--- src/apfp_pkg.sv ---
package apfp_pkg;

  // parse phases, one-hot
  typedef enum logic [6:0] {
    PH_IDLE   = 7'b000_0001,
    PH_LEN    = 7'b000_0010,
    PH_OPC    = 7'b000_0100,
    PH_LOCAL  = 7'b000_1000,
    PH_COUNT  = 7'b001_0000,
    PH_ACK    = 7'b010_0000,
    PH_REMOTE = 7'b100_0000
  } apfp_phase_t;

  // field kinds carried on the result word
  localparam logic [2:0] KIND_LENGTH  = 3'd0;
  localparam logic [2:0] KIND_OPCODE  = 3'd1;
  localparam logic [2:0] KIND_LOCAL   = 3'd2;
  localparam logic [2:0] KIND_COUNT   = 3'd3;
  localparam logic [2:0] KIND_ACK_ID  = 3'd4;
  localparam logic [2:0] KIND_REMOTE  = 3'd5;
  localparam logic [2:0] KIND_SHORT   = 3'd6;

  // last byte position of each multi-byte field
  localparam logic [2:0] LEN_LAST_BYTE  = 3'd1;
  localparam logic [2:0] ACK_LAST_BYTE  = 3'd3;
  localparam logic [2:0] SESS_LAST_BYTE = 3'd7;

  localparam logic [15:0] MIN_LENGTH_RESET = 16'd14;

  typedef struct packed {
    logic        valid;
    logic [2:0]  kind;
    logic [63:0] value;
    logic [2:0]  key_id;
    logic [7:0]  ack_index;
    logic        done;
  } apfp_res_t;

endpackage

--- src/apfp_parse.sv ---
module apfp_parse (
  input  logic              clk,
  input  logic              rst_n,
  input  logic              en,
  input  logic [7:0]        data_byte,
  input  logic              first_byte,
  input  logic [15:0]       min_length,
  output apfp_pkg::apfp_res_t res
);

  apfp_pkg::apfp_phase_t phase_r, phase_nxt, phase_eff;
  logic [2:0]  bif_r, bif_nxt, bif_eff;
  logic [63:0] acc_r, acc_nxt, acc_eff, acc_sh;
  logic [7:0]  rem_r, rem_nxt, rem_eff, rem_dec;
  logic [7:0]  cnt_r, cnt_nxt, cnt_eff;

  // a first byte restarts the parse in the length phase with the field state freshly cleared
  always_comb begin
    phase_eff = first_byte ? apfp_pkg::PH_LEN : phase_r;
    bif_eff   = first_byte ? 3'd0  : bif_r;
    acc_eff   = first_byte ? 64'd0 : acc_r;
    rem_eff   = first_byte ? 8'd0  : rem_r;
    cnt_eff   = first_byte ? 8'd0  : cnt_r;
    acc_sh    = {acc_eff[55:0], data_byte};
    rem_dec   = rem_eff - 8'd1;
  end

  always_comb begin
    phase_nxt     = phase_eff;
    bif_nxt       = bif_eff + 3'd1;
    acc_nxt       = acc_sh;
    rem_nxt       = rem_eff;
    cnt_nxt       = cnt_eff;
    res.valid     = 1'b0;
    res.kind      = apfp_pkg::KIND_LENGTH;
    res.value     = acc_sh;
    res.key_id    = 3'd0;
    res.ack_index = 8'd0;
    res.done      = 1'b0;
    unique case (phase_eff)
      apfp_pkg::PH_LEN: begin
        if (bif_eff == apfp_pkg::LEN_LAST_BYTE) begin
          bif_nxt   = 3'd0;
          acc_nxt   = 64'd0;
          res.valid = 1'b1;
          res.value = {48'd0, acc_sh[15:0]};
          if (acc_sh[15:0] < min_length) begin
            phase_nxt = apfp_pkg::PH_IDLE;
            res.kind  = apfp_pkg::KIND_SHORT;
            res.done  = 1'b1;
          end else begin
            phase_nxt = apfp_pkg::PH_OPC;
          end
        end
      end
      apfp_pkg::PH_OPC: begin
        phase_nxt  = apfp_pkg::PH_LOCAL;
        bif_nxt    = 3'd0;
        acc_nxt    = 64'd0;
        res.valid  = 1'b1;
        res.kind   = apfp_pkg::KIND_OPCODE;
        res.value  = {59'd0, data_byte[7:3]};
        res.key_id = data_byte[2:0];
      end
      apfp_pkg::PH_LOCAL: begin
        if (bif_eff == apfp_pkg::SESS_LAST_BYTE) begin
          phase_nxt = apfp_pkg::PH_COUNT;
          bif_nxt   = 3'd0;
          acc_nxt   = 64'd0;
          res.valid = 1'b1;
          res.kind  = apfp_pkg::KIND_LOCAL;
        end
      end
      apfp_pkg::PH_COUNT: begin
        phase_nxt = (data_byte == 8'd0) ? apfp_pkg::PH_IDLE : apfp_pkg::PH_ACK;
        bif_nxt   = 3'd0;
        acc_nxt   = 64'd0;
        rem_nxt   = data_byte;
        cnt_nxt   = 8'd0;
        res.valid = 1'b1;
        res.kind  = apfp_pkg::KIND_COUNT;
        res.value = {56'd0, data_byte};
        res.done  = (data_byte == 8'd0);
      end
      apfp_pkg::PH_ACK: begin
        if (bif_eff == apfp_pkg::ACK_LAST_BYTE) begin
          phase_nxt     = (rem_dec == 8'd0) ? apfp_pkg::PH_REMOTE : apfp_pkg::PH_ACK;
          bif_nxt       = 3'd0;
          acc_nxt       = 64'd0;
          rem_nxt       = rem_dec;
          cnt_nxt       = cnt_eff + 8'd1;
          res.valid     = 1'b1;
          res.kind      = apfp_pkg::KIND_ACK_ID;
          res.value     = {32'd0, acc_sh[31:0]};
          res.ack_index = cnt_eff;
        end
      end
      apfp_pkg::PH_REMOTE: begin
        if (bif_eff == apfp_pkg::SESS_LAST_BYTE) begin
          phase_nxt = apfp_pkg::PH_IDLE;
          bif_nxt   = 3'd0;
          acc_nxt   = 64'd0;
          res.valid = 1'b1;
          res.kind  = apfp_pkg::KIND_REMOTE;
          res.done  = 1'b1;
        end
      end
      default: begin
        // idle: bytes are dropped
        phase_nxt = apfp_pkg::PH_IDLE;
        bif_nxt   = bif_eff;
        acc_nxt   = acc_eff;
      end
    endcase
  end

  always_ff @(posedge clk) begin
    if (!rst_n) begin
      phase_r <= apfp_pkg::PH_IDLE;
      bif_r   <= 3'd0;
      acc_r   <= 64'd0;
      rem_r   <= 8'd0;
      cnt_r   <= 8'd0;
    end else if (en) begin
      phase_r <= phase_nxt;
      bif_r   <= bif_nxt;
      acc_r   <= acc_nxt;
      rem_r   <= rem_nxt;
      cnt_r   <= cnt_nxt;
    end
  end

  // idle holds a cleared field
  a_idle_clean: assert property (@(posedge clk) disable iff (!rst_n)
    phase_r == apfp_pkg::PH_IDLE |-> bif_r == 3'd0 && acc_r == 64'd0)
    else $error("idle phase with a partial field");

  // only the session fields run past four bytes
  a_bif_range: assert property (@(posedge clk) disable iff (!rst_n)
    bif_r > apfp_pkg::ACK_LAST_BYTE |->
      phase_r == apfp_pkg::PH_LOCAL || phase_r == apfp_pkg::PH_REMOTE)
    else $error("byte count out of range for phase");

  // a last result leaves the parser idle
  a_done_idle: assert property (@(posedge clk) disable iff (!rst_n)
    en && res.valid && res.done |=> phase_r == apfp_pkg::PH_IDLE)
    else $error("packet done without returning to idle");

  // ack phase always has acks left to take
  a_ack_rem: assert property (@(posedge clk) disable iff (!rst_n)
    phase_r == apfp_pkg::PH_ACK |-> rem_r != 8'd0)
    else $error("ack phase with no acks remaining");

endmodule

--- src/ack_packet_field_parser.sv ---
// Acknowledgement packet field parser: takes one packet byte per word on the
// in_ stream (in_tuser marks the first byte of a packet) and returns one word
// per completed field on the out_ stream: length, opcode with key id, local
// session id, ack count, each ack id with its index, and the remote session
// id when the count is nonzero. A length below min_length gives a too-short
// word and the rest of the packet is dropped; out_tlast flags the last word
// of a packet. A byte word is accepted every cycle while the output register
// is empty or being taken; a result passes through the input register, then
// the parse step into the output register.
// min_length resets to 14 and is to be written through cfg_wr_en only while
// idle; the user must keep to this, as the block itself does not enforce it.
module ack_packet_field_parser (
  input  logic        clk,
  input  logic        rst_n,
  // configuration
  input  logic        cfg_wr_en,
  input  logic [15:0] cfg_wr_data,   // min_length
  // byte stream in
  input  logic        in_tvalid,
  output logic        in_tready,
  input  logic [7:0]  in_tdata,      // data_byte
  input  logic [0:0]  in_tuser,      // first_byte
  // field stream out
  output logic        out_tvalid,
  input  logic        out_tready,
  output logic [79:0] out_tdata,     // field_value[63:0], key_id[66:64], ack_index[74:67], zero pad
  output logic [2:0]  out_tuser,     // field_kind
  output logic        out_tlast      // packet_done
);

  logic [15:0] min_len_r;
  logic        in_v_r;
  logic [7:0]  in_byte_r;
  logic        in_first_r;
  logic        advance;
  logic        out_v_r;
  apfp_pkg::apfp_res_t res, out_res_r;

  // pipeline moves when the output word is empty or being taken
  assign advance   = !out_v_r || out_tready;
  assign in_tready = advance || !in_v_r;

  // configuration register
  always_ff @(posedge clk) begin
    if (!rst_n) begin
      min_len_r <= apfp_pkg::MIN_LENGTH_RESET;
    end else if (cfg_wr_en) begin
      min_len_r <= cfg_wr_data;
    end
  end

  // input register
  always_ff @(posedge clk) begin
    if (!rst_n) begin
      in_v_r <= 1'b0;
    end else if (in_tready) begin
      in_v_r <= in_tvalid;
    end
  end

  always_ff @(posedge clk) begin
    if (in_tready && in_tvalid) begin
      in_byte_r  <= in_tdata;
      in_first_r <= in_tuser[0];
    end
  end

  // parse step, state advances once per byte
  apfp_parse u_parse (
    .clk        (clk),
    .rst_n      (rst_n),
    .en         (in_v_r && advance),
    .data_byte  (in_byte_r),
    .first_byte (in_first_r),
    .min_length (min_len_r),
    .res        (res)
  );

  // output register
  always_ff @(posedge clk) begin
    if (!rst_n) begin
      out_v_r <= 1'b0;
    end else if (advance) begin
      out_v_r <= in_v_r && res.valid;
    end
  end

  always_ff @(posedge clk) begin
    if (advance && in_v_r && res.valid) begin
      out_res_r <= res;
    end
  end

  assign out_tvalid = out_v_r;
  assign out_tdata  = {5'd0, out_res_r.ack_index, out_res_r.key_id, out_res_r.value};
  assign out_tuser  = out_res_r.kind;
  assign out_tlast  = out_res_r.done;

endmodule
--- config.mk ---
export PLATFORM = sky130hd
export DESIGN_NAME = ack_packet_field_parser
export DESIGN_NICKNAME = d
export VERILOG_FILES = /design/src/apfp_pkg.sv /design/src/apfp_parse.sv /design/src/ack_packet_field_parser.sv
export SDC_FILE = /design/constraint.sdc
export NUM_CORES = 1
export LEC_CHECK = 0
export ABC_AREA = 1
export BUFFER_PORTS_ARGS = -buffer_cell sky130_fd_sc_hd__buf_2
export CAP_MARGIN = 20
export CORE_UTILIZATION = 45
export CTS_CLUSTER_SIZE = 30
export DETAILED_ROUTE_END_ITERATION = 16
export HOLD_SLACK_MARGIN = 0.1
export PLACE_DENSITY_LB_ADDON = 0.12
export RECOVER_POWER = 50
export SYNTH_ARGS = -nofsm -noshare
export SYNTH_HDL_FRONTEND = slang
export SYNTH_SLANG_ARGS = --single-unit
--- constraint.sdc ---
create_clock -name clk -period 7.3 [get_ports clk]
set_input_delay 0.73 -clock clk [delete_from_list [all_inputs] [get_ports clk]]
set_output_delay 0.73 -clock clk [all_outputs]
set_load 0.02 [all_outputs]
Word level (Yosys, flattened, before mapping) --
Index checks and enable logic that the tools add are counted. W data, S select, Z words.
Storage, ports and cells: bits of input ports 30, ROM bits 0, memories kept 0, output and inout port bits 86, register bits after elaboration 188, latch bits 0, logic and storage cells 77, memory bits (writable) 0
Cells by class: mux-type cells 36, reductions and logical operators 13, add/subtract/negate cells 3, magnitude comparators 1, bitwise gates (word level) 0, div/mod/pow operators 0, multiply operators 0, shift operators 0, eq/ne operators 9
Operator list (number):
- $pmux W64 S4 | 1
- $mux W56 | 4
- $pmux W56 S4 | 1
- $mux W68 | 2
- $mux W7 | 6
- $pmux W7 S6 | 1
- $mux W8 | 4
- $pmux W8 S2 | 2
- $pmux W4 S6 | 1
- $mux W3 | 6
- $logic_not A8 Y1 | 2
- $lt A16 B16 Y1 | 1
- $pmux W3 S4 | 1
- $add A8 B1 Y8 const B | 1
- $mux W4 | 2
- $sub A8 B1 Y8 const B | 1
- $eq A7 B2 Y1 const B | 1
- $eq A7 B3 Y1 const B | 1
- $eq A7 B4 Y1 const B | 1
- $eq A7 B5 Y1 const B | 1
- $eq A7 B6 Y1 const B | 1
- $eq A7 B7 Y1 const B | 1
- $mux W6 | 1
- $logic_and A1 B1 Y1 | 4
- other kinds (10) | 15

Depth between registers and ports, before layout --
Gate-level depths: netlist of the first run.
depth after elaboration 6, depth in mapped cells 17, depth with buffers taken out 14

Modules after synthesis --
From an unflattened synthesis of the first run, not the netlist that was laid out.
Unflattened totals: cell total of the unflattened synthesis 1154, area, all modules 9170.0 sq um
Modules (own cells, without submodules):
- apfp_parse | seq. area each 1641.6 sq um, area an instance 5839.4 sq um, cells an instance 976, instances 1
- ack_packet_field_parser | seq. area each 3002.9 sq um, area an instance 3330.7 sq um, cells an instance 178, instances 1

Worst setup path after synthesis of the first run --
Ideal clock, no wire load.
path type flip-flop to flip-flop, from register in_first_r, to register out_res_r (netlist bit out_tdata[0]), enable pin, buffers on the path 3, stages on the path, launching flop included 15, path slack 0.842 ns, clock period less this slack 6.458 ns, data required time 6.758 ns, arrival time 5.916 ns, library setup time 0.542 ns, cells stage by stage edfxtp_1 -> inv_2 -> buf_4 -> buf_2 -> buf_1 -> nand2_1 -> inv_1 -> ha_1 -> ha_1 -> inv_1 -> nor2_1 -> inv_1 -> nand2_1 -> nor2_1 -> a21oi_1
On the way: cells in the longest elaborated chain, start to end 5, elaborated cells on any way between the ends 17, classes of those cells eq/ne (9); mux (7); reduce/logical (1)
Ends and longest elaborated chain:
- from (decl) | line ack_packet_field_parser.sv:34 | logic in_first_r;
- from (signal assigned) | line ack_packet_field_parser.sv:64 | in_first_r <= in_tuser[0];
- $mux W3 | line apfp_parse.sv:20 | bif_eff = first_byte ? 3'd0 : bif_r;
- $eq A3 B3 Y1, or another cell as far along | line apfp_parse.sv:66, apfp_parse.sv:99
- $mux W4, or another cell as far along | line apfp_parse.sv:99 | if (bif_eff == apfp_pkg::SESS_LAST_BYTE) begin
- $pmux W4 S6 * | line apfp_parse.sv:40 | unique case (phase_eff)
- $logic_and A1 B1 Y1 * | line ack_packet_field_parser.sv:89 | if (advance && in_v_r && res.valid) begin
- to (signal assigned) | line ack_packet_field_parser.sv:90 | out_res_r <= res;
- to (decl) | line ack_packet_field_parser.sv:37 | apfp_pkg::apfp_res_t res, out_res_r;
Every way passes the cells marked *; elsewhere a longest branch is shown, timed or not. A chain may end at the register's enable or synchronous reset.

Final worst setup path of the first run --
from register in_first_r, to register u_parse.phase_r[6]
On the way: cells in the longest elaborated chain, start to end 6, elaborated cells on any way between the ends 20, classes of those cells add/sub (1); eq/ne (9); mux (9); reduce/logical (1)
Ends and longest elaborated chain:
- $mux W8 | line apfp_parse.sv:22 | rem_eff = first_byte ? 8'd0 : rem_r;
- $sub A8 B1 Y8 | line apfp_parse.sv:25 | rem_dec = rem_eff - 8'd1;
- $logic_not A8 Y1 | line apfp_parse.sv:87 | phase_nxt = (rem_dec == 8'd0) ? apfp_pkg::PH_REMOTE : apfp_pkg::PH_ACK;
- $mux W7 | line apfp_parse.sv:87
- $mux W7 | line apfp_parse.sv:86 | if (bif_eff == apfp_pkg::ACK_LAST_BYTE) begin
- $pmux W7 S6 * | line apfp_parse.sv:40
- to (signal assigned) | line apfp_parse.sv:119 | phase_r <= apfp_pkg::PH_IDLE;
- to (signal assigned) | line apfp_parse.sv:125 | phase_r <= phase_nxt;
- to (decl) | line apfp_parse.sv:11 | apfp_pkg::apfp_phase_t phase_r, phase_nxt, phase_eff;
Marked as above.

==> results of run 1 <==
metal layers:
metal  vias to the layer above  global-route usage (%)  wire length, um
met5                         -                       0                0
met3                        22                   3.132              808
met4                         0                   7.111              306
met2                       184                   36.69            10680
met1                      3405                   29.22            10290
li1                       3812                       -                -
critical path, delay by kind of cell, from the launching register on:
kind	cells	cell delay (ns)
simple gates	8	3.39
buf+inv	2	1.46
flops	1	0.36
compound gates	1	0.07
layout make-up:
cell class                      instances  area [um2]  share of cell area (%)
Clock buffer                           18       429.2                   4.238
Clock inverter                         14       135.1                   1.334
Inverter                              138       518.0                   5.115
Multi-Input combinational cell        726        3522                   34.78
Sequential cell                       188        4644                   45.86
Tap cell                              265       331.6                   3.274
Timing Repair Buffer                  121       546.8                   5.399
state kept, by name, summed over array words and instances, names as in the netlist:
register,count
out_tvalid,1
u_parse.rem_r,8
in_first_r,1
u_parse.acc_r,56
out_tdata,75
u_parse.phase_r,7
min_len_r,16
out_tlast,1
u_parse.cnt_r,8
in_byte_r,8
in_v_r,1
out_tuser,3
u_parse.bif_r,3
worst paths after layout:
kind	start	to	slack [ns]	cells past startpoint
worst max-delay path	in_first_r$_DFFE_PP_	u_parse.phase_r[6]$_SDFFE_PN0P_	1.75	11
worst min register to register	u_parse.cnt_r[7]$_SDFFE_PN0P_	u_parse.cnt_r[7]$_SDFFE_PN0P_	0.47	2
worst max register to register	in_first_r$_DFFE_PP_	u_parse.phase_r[6]$_SDFFE_PN0P_	1.75	11
worst min-delay path	u_parse.cnt_r[7]$_SDFFE_PN0P_	u_parse.cnt_r[7]$_SDFFE_PN0P_	0.47	2
stage by stage:
step	hold WS (ns)	setup slack [ns]
3_5_place_dp	0.4532	2.644
5_1_grt	0.4553	1.233
3_3_place_gp	0.4556	2.200
4_1_cts	0.4610	2.639
6_report	0.4669	1.749
2_1_floorplan	0.4353	0.8420
cells in the mapped netlist, types with 23 or more instances:
library cell / number
nor3_1: 33
ha_1: 23
nor2_1: 110
inv_1: 130
a21oi_1: 104
o21ai_0: 99
dfxtp_1: 100
clkbuf_1: 35
nand3_1: 62
nand2_1: 231
edfxtp_1: 88
report_power, final:
group | leakage, uW | switching (uW) | internal [uW]
Sequential | 0.00169 | 20.8 | 1130
Clock | 0.000276 | 422 | 479
Combinational | 0.00227 | 148 | 64.9
Total | 0.00424 | 591 | 1680
kinds of logic after synthesis:
logic type | count (synthesis) | share of synthesized area (%)
adders and majority gates | 23 | 3.198
xor gates and xnor gates | 2 | 0.1947
other | 1 | 0.04167
buffers and inverters | 203 | 9.302
AOI/OAI and AO/OA | 225 | 13.07
DFF | 188 | 51.61
and+or+nand+nor | 471 | 22.58
cell usage in the layout (no fill, tap or decap), types with 2 or more instances in the layout:
| master | count |
|---|---|
| edfxtp_1 | 88 |
| clkbuf_1 | 84 |
| inv_1 | 133 |
| clkinvlp_4 | 2 |
| clkbuf_16 | 17 |
| nand4_1 | 8 |
| nand2_1 | 233 |
| a41oi_1 | 6 |
| nand3_2 | 12 |
| nor3_1 | 33 |
| inv_2 | 4 |
| dfxtp_1 | 100 |
| clkinv_2 | 3 |
| o21ai_0 | 101 |
| nand3b_1 | 2 |
| o211ai_1 | 3 |
| nand2_2 | 4 |
| a21oi_1 | 104 |
| buf_2 | 28 |
| o21ai_1 | 3 |
| nor4_1 | 2 |
| nand3_1 | 62 |
| a31oi_1 | 3 |
| inv_8 | 2 |
| buf_4 | 8 |
| nor2_1 | 113 |
| ha_1 | 23 |
| inv_6 | 5 |
| conb_1 | 5 |
==> impl_metrics.yaml, run 1 <==
final_layout:
  fin_cells: 1470
  fin_nets: 1245
  fin_util_pct: 51.86
  final_cell_area_mm2: 0.01013
  n_antenna_cell: 0
  fillers: 1960
  drive_gt1_share_pct: 7.635
  areaGrowthSynthToFinish_pct: 12.54
routing:
  drcViolationCount: 0
  wirelength_mm: 22.09
  vias: 7423
  wl_per_cell_um: 15.03
  drt_iter0_drc: 567
  ant_nets: 0
  drtPass1Iterations: 5
  viasPerCell: 5.050
logic_synthesis:
  postSynth.asyncResetShare_pct: 0
  synth_cell_types: 38
  synth.top_cell.area_share_pct: 29.37
  synth_area_leader_cell: "edfxtp_1"
  ys_ff_latch: 188
  synth.area.top_cells: "edfxtp_1, dfxtp_1, nand2_1"
  synth_area_per_cell_um2: 8.085
  syn_area_mm2: 0.008999
  syn_inst: 1113
  yosysWarningCount: 0
  ys_seq_area_share_pct: 51.61
  ys.flop_type: "dfxtp_1"
  synth-edff-count: 88
timing:
  setup_viol: 0
  fin_crit_sh_pct: 76.05
  finalMaxSlewViolations: 132
  finalHoldViolCount: 0
  fmax_mhz: 180.1
  grt_setup_unrepaired: "no"
  worst_pin_slew_ns: 2.317
  relSlewSlack_pct: -54.49
  fin_tns_setup_ns: 0
  period_needed_ns: 5.551
  clock_skew_ns: 0.01268
global_routing:
  antenna_found_initial: 0
  track_usage_pct: 21.96
  grt_pass1_vias: 6743
  grt_max_degree: 91
  grt_pass1_wl_mm: 34.77
  grt_overflow_total: 0
pwr:
  power.leakage_uw: 0.004236
  powerDensity_mw_per_mm2: 224.1
  irDropWorstVdd_mv: 0.1656
  power_uw: 2270
worst_setup_path:
  crit_fanout: 59
  critical_path_class: "reg -> reg"
  start_kind: "flip-flop"
  worstPathCellList: "buf_4, inv_1, nand2_1, nand2_1, nor2_1, nand2_1, nand2_1, nor2_1, nor2_1, nand2_1, a21oi_1"
  max_stage_delay_ns: 1.77
  path_common_cell: "nand2_1"
  required_ns: 7.53
  arrival_ns: 5.79
  critPathCaptureType: "flip-flop"
  cp_slowest_cell: "nor2_1"
clock_network:
  numCtsBuffers: 17
  clock_latency_ns: 0.43
  cts_buffer_depth: 2
  post_cts_buffers: 0
  path_clk_slew_ns: 0.07
  cts_tree: "done"
  cts_max_level: 4
  ctsResizeCount: 0
  cts-root-buf: "clkbuf_16"
  ctsHoldBuffers: 0
  cts.sinks: 188
run_status:
  violations: "capacitance limit, slew limit"
  outcome: "finished with violations"
floorplan:
  initial_utilization_pct: 46.08
  die-width_um: 143.4
  die_height_um: 143.4
  die_area_mm2: 0.02057
  core-area_mm2: 0.01953
  pin_count: 116
  num_rows: 51
place:
  hpwl_mm: 14.44
  port_buffers: 110
  dp.cells: 1437
  place_congestion: 0.8682
  placed_cell_area_mm2: 0.009676
run:
  cap_violations: 4
worst_hold_path:
  hp-class: "reg -> reg"
(Power assumes the default switching activity.)
==> run 2, diff against run 1 <==
==> constraint.sdc (replaced) <==
create_clock -name clk -period 5.7 [get_ports clk]
set_input_delay 0.57 -clock clk [delete_from_list [all_inputs] [get_ports clk]]
set_output_delay 0.57 -clock clk [all_outputs]
set_load 0.02 [all_outputs]
==> run 2 against run 1 <==
The flow still finishes with violations (capacitance limit, slew limit). Global-route usage about the same. Power up 30%. Final cell count did not move. Highest routed layer unchanged. Wire length about the same. Design area increased by 0.11%. Largest cell class unchanged. Worst hold slack got worse by 0.16 ns. Largest power group unchanged. Clock skew shrank 0.00063 ns. Register-to-register slack worse by 0.69 ns.
==> impl_metrics.yaml, run 2 (synthesized netlist as in run 1, its figures left out) <==
clock_network:
  ctsResizeCount: 0
  clock_latency_ns: 0.44
  cts_tree: "done"
  post_cts_buffers: 0
  cts.sinks: 188
  path_clk_slew_ns: 0.07
  cts_max_level: 4
  numCtsBuffers: 17
  ctsHoldBuffers: 0
  cts_buffer_depth: 2
  cts-root-buf: "clkbuf_16"
floorplan:
  initial_utilization_pct: 46.08
  num_rows: 51
  pin_count: 116
  core-area_mm2: 0.01953
  die_height_um: 143.4
  die-width_um: 143.4
  die_area_mm2: 0.02057
pwr:
  combPwrFrac_pct: 9.2
  p_sw_share_pct: 25.08
  p_sw_uw: 740.4
  p_clk_share_pct: 40.7
  powerDensity_mw_per_mm2: 291.1
  irDropWorstVdd_mv: 0.2257
  power_frac_seq_pct: 50.1
  internal_power_uw: 2211
  power.leakage_uw: 0.004237
worst_setup_path:
  critical_path_class: "reg -> reg"
  arrival_ns: 4.87
  crit_fanout: 28
  critPathCaptureType: "flip-flop"
  start_kind: "flip-flop"
  required_ns: 5.94
final_layout:
  fin_cells: 1470
  layout_commonest_cell: "nand2_1"
  fillers: 1950
  multi_input_area_mm2: 0.003525
  fin_nets: 1245
  largest_reg_flops: 75
  n_antenna_cell: 0
  areaGrowthSynthToFinish_pct: 12.67
  final_cell_mix: "nand2_1, inv_1, nor2_1"
  drive_gt1_share_pct: 7.469
  seq_area_mm2: 0.004644
routing:
  wirelength_mm: 22.09
  ant_nets: 0
  drt_iter0_drc: 698
  vias: 7538
  drcViolationCount: 0
  drtPass1Iterations: 5
  wl_per_cell_um: 15.03
  viasPerCell: 5.128
timing:
  fin_crit_sh_pct: 81.38
  grt_setup_unrepaired: "no"
  relSlewSlack_pct: -53.52
  fmax_mhz: 215.6
  finalHoldViolCount: 0
  clock_skew_ns: 0.01205
  finalMaxSlewViolations: 185
  period_needed_ns: 4.639
  fin_tns_setup_ns: 0
  setup_viol: 0
  worst_pin_slew_ns: 2.303
run_status:
  violations: "capacitance limit, slew limit"
  outcome: "finished with violations"
global_routing:
  track_usage_pct: 21.99
  antenna_found_initial: 0
  grt_pass1_vias: 6757
  grt_use_met2_pct: 36.54
  met3_usage_pct: 4.299
  grt_pass1_wl_mm: 34.74
  grt_overflow_total: 0
  busiest_layer: "met2"
  grt_max_degree: 68
  met1_usage_pct: 28.82
place:
  dp.cells: 1438
  place_congestion: 0.8574
  port_buffers: 110
  hpwl_mm: 14.51
run:
  cap_violations: 4
worst_hold_path:
  hp-class: "in -> reg"
-- run 2: changes by cell type in the layout (fill, tap and decap cells not counted), moves of 2 or more --
| cell | change |
|---|---|
| clkinv_2 | -3 |
| inv_6 | -3 |
| buf_4 | +2 |
| clkbuf_8 | +2 |
| o21ai_0 | -2 |
| o21ai_1 | +2 |
-- run 2: worst paths after layout --
path | startpoint | to | slack (ns) | cells after the start
worst max-delay path | in_first_r$_DFFE_PP_ | u_parse.phase_r[6]$_SDFFE_PN0P_ | 1.06 | 10
worst min-delay path | in_tdata[7] | in_byte_r[7]$_DFFE_PP_ | 0.30 | 1
worst max register to register | in_first_r$_DFFE_PP_ | u_parse.phase_r[6]$_SDFFE_PN0P_ | 1.06 | 10
worst min register to register | min_len_r[9]$_SDFFE_PN0P_ | min_len_r[9]$_SDFFE_PN0P_ | 0.47 | 2
-- run 2: cell type report --
type                            instances  area share [%]
Tap cell                              265           3.270
Sequential cell                       188           45.81
Clock buffer                           21           4.542
Timing Repair Buffer                  121           5.196
Inverter                              138           5.109
Multi-Input combinational cell        726           34.76
Clock inverter                         11           1.308
-- run 2: worst max-delay path, stage by stage, from the launching register on --
cell,delay [ns]
edfxtp_1,0.42
inv_1,0.63
nand2_1,0.15
nand2_1,0.15
nor2_2,0.05
nand2_1,0.40
nand2_1,0.42
nor2_1,1.76
nor2_1,0.20
nand2_1,0.18
a21oi_1,0.07
-- run 2: stage by stage --
step | cell area [um2] | utilization, % | setup slack (ns) | power (uW) | hold WS (ns)
after detailed placement | 9671 | 49.53 | 1.841 | 1780 | 0.4536
after CTS | 10260 | 52.56 | 1.833 | 2966 | 0.2941
after global routing | 10140 | 51.92 | 0.7051 | 3062 | 0.2884
final | 10140 | 51.92 | 1.061 | 2952 | 0.3030
after floorplan | 9017 | - | 0.8709 | 1713 | 0.4353
after global placement | 9671 | 49.53 | 1.919 | 1776 | 0.4538
-- run 2: metal layers --
metal / vias up / part of all wire, % / wire (um)
met5: - / 0 / 0
met4: 0 / 1.4 / 302
met3: 27 / 4.4 / 971
met2: 219 / 48 / 10670
met1: 3473 / 46 / 10140
li1: 3819 / - / -
-- run 2: power by group through the flow --
stage / clock network [uW] / logic (uW) / registers [uW]
global route: 1270 / 309 / 1480
detailed placement: 0 / 271 / 1510
finish: 1200 / 272 / 1480
global placement: 0 / 268 / 1510
floorplan: 0 / 209 / 1500
CTS: 1210 / 273 / 1480
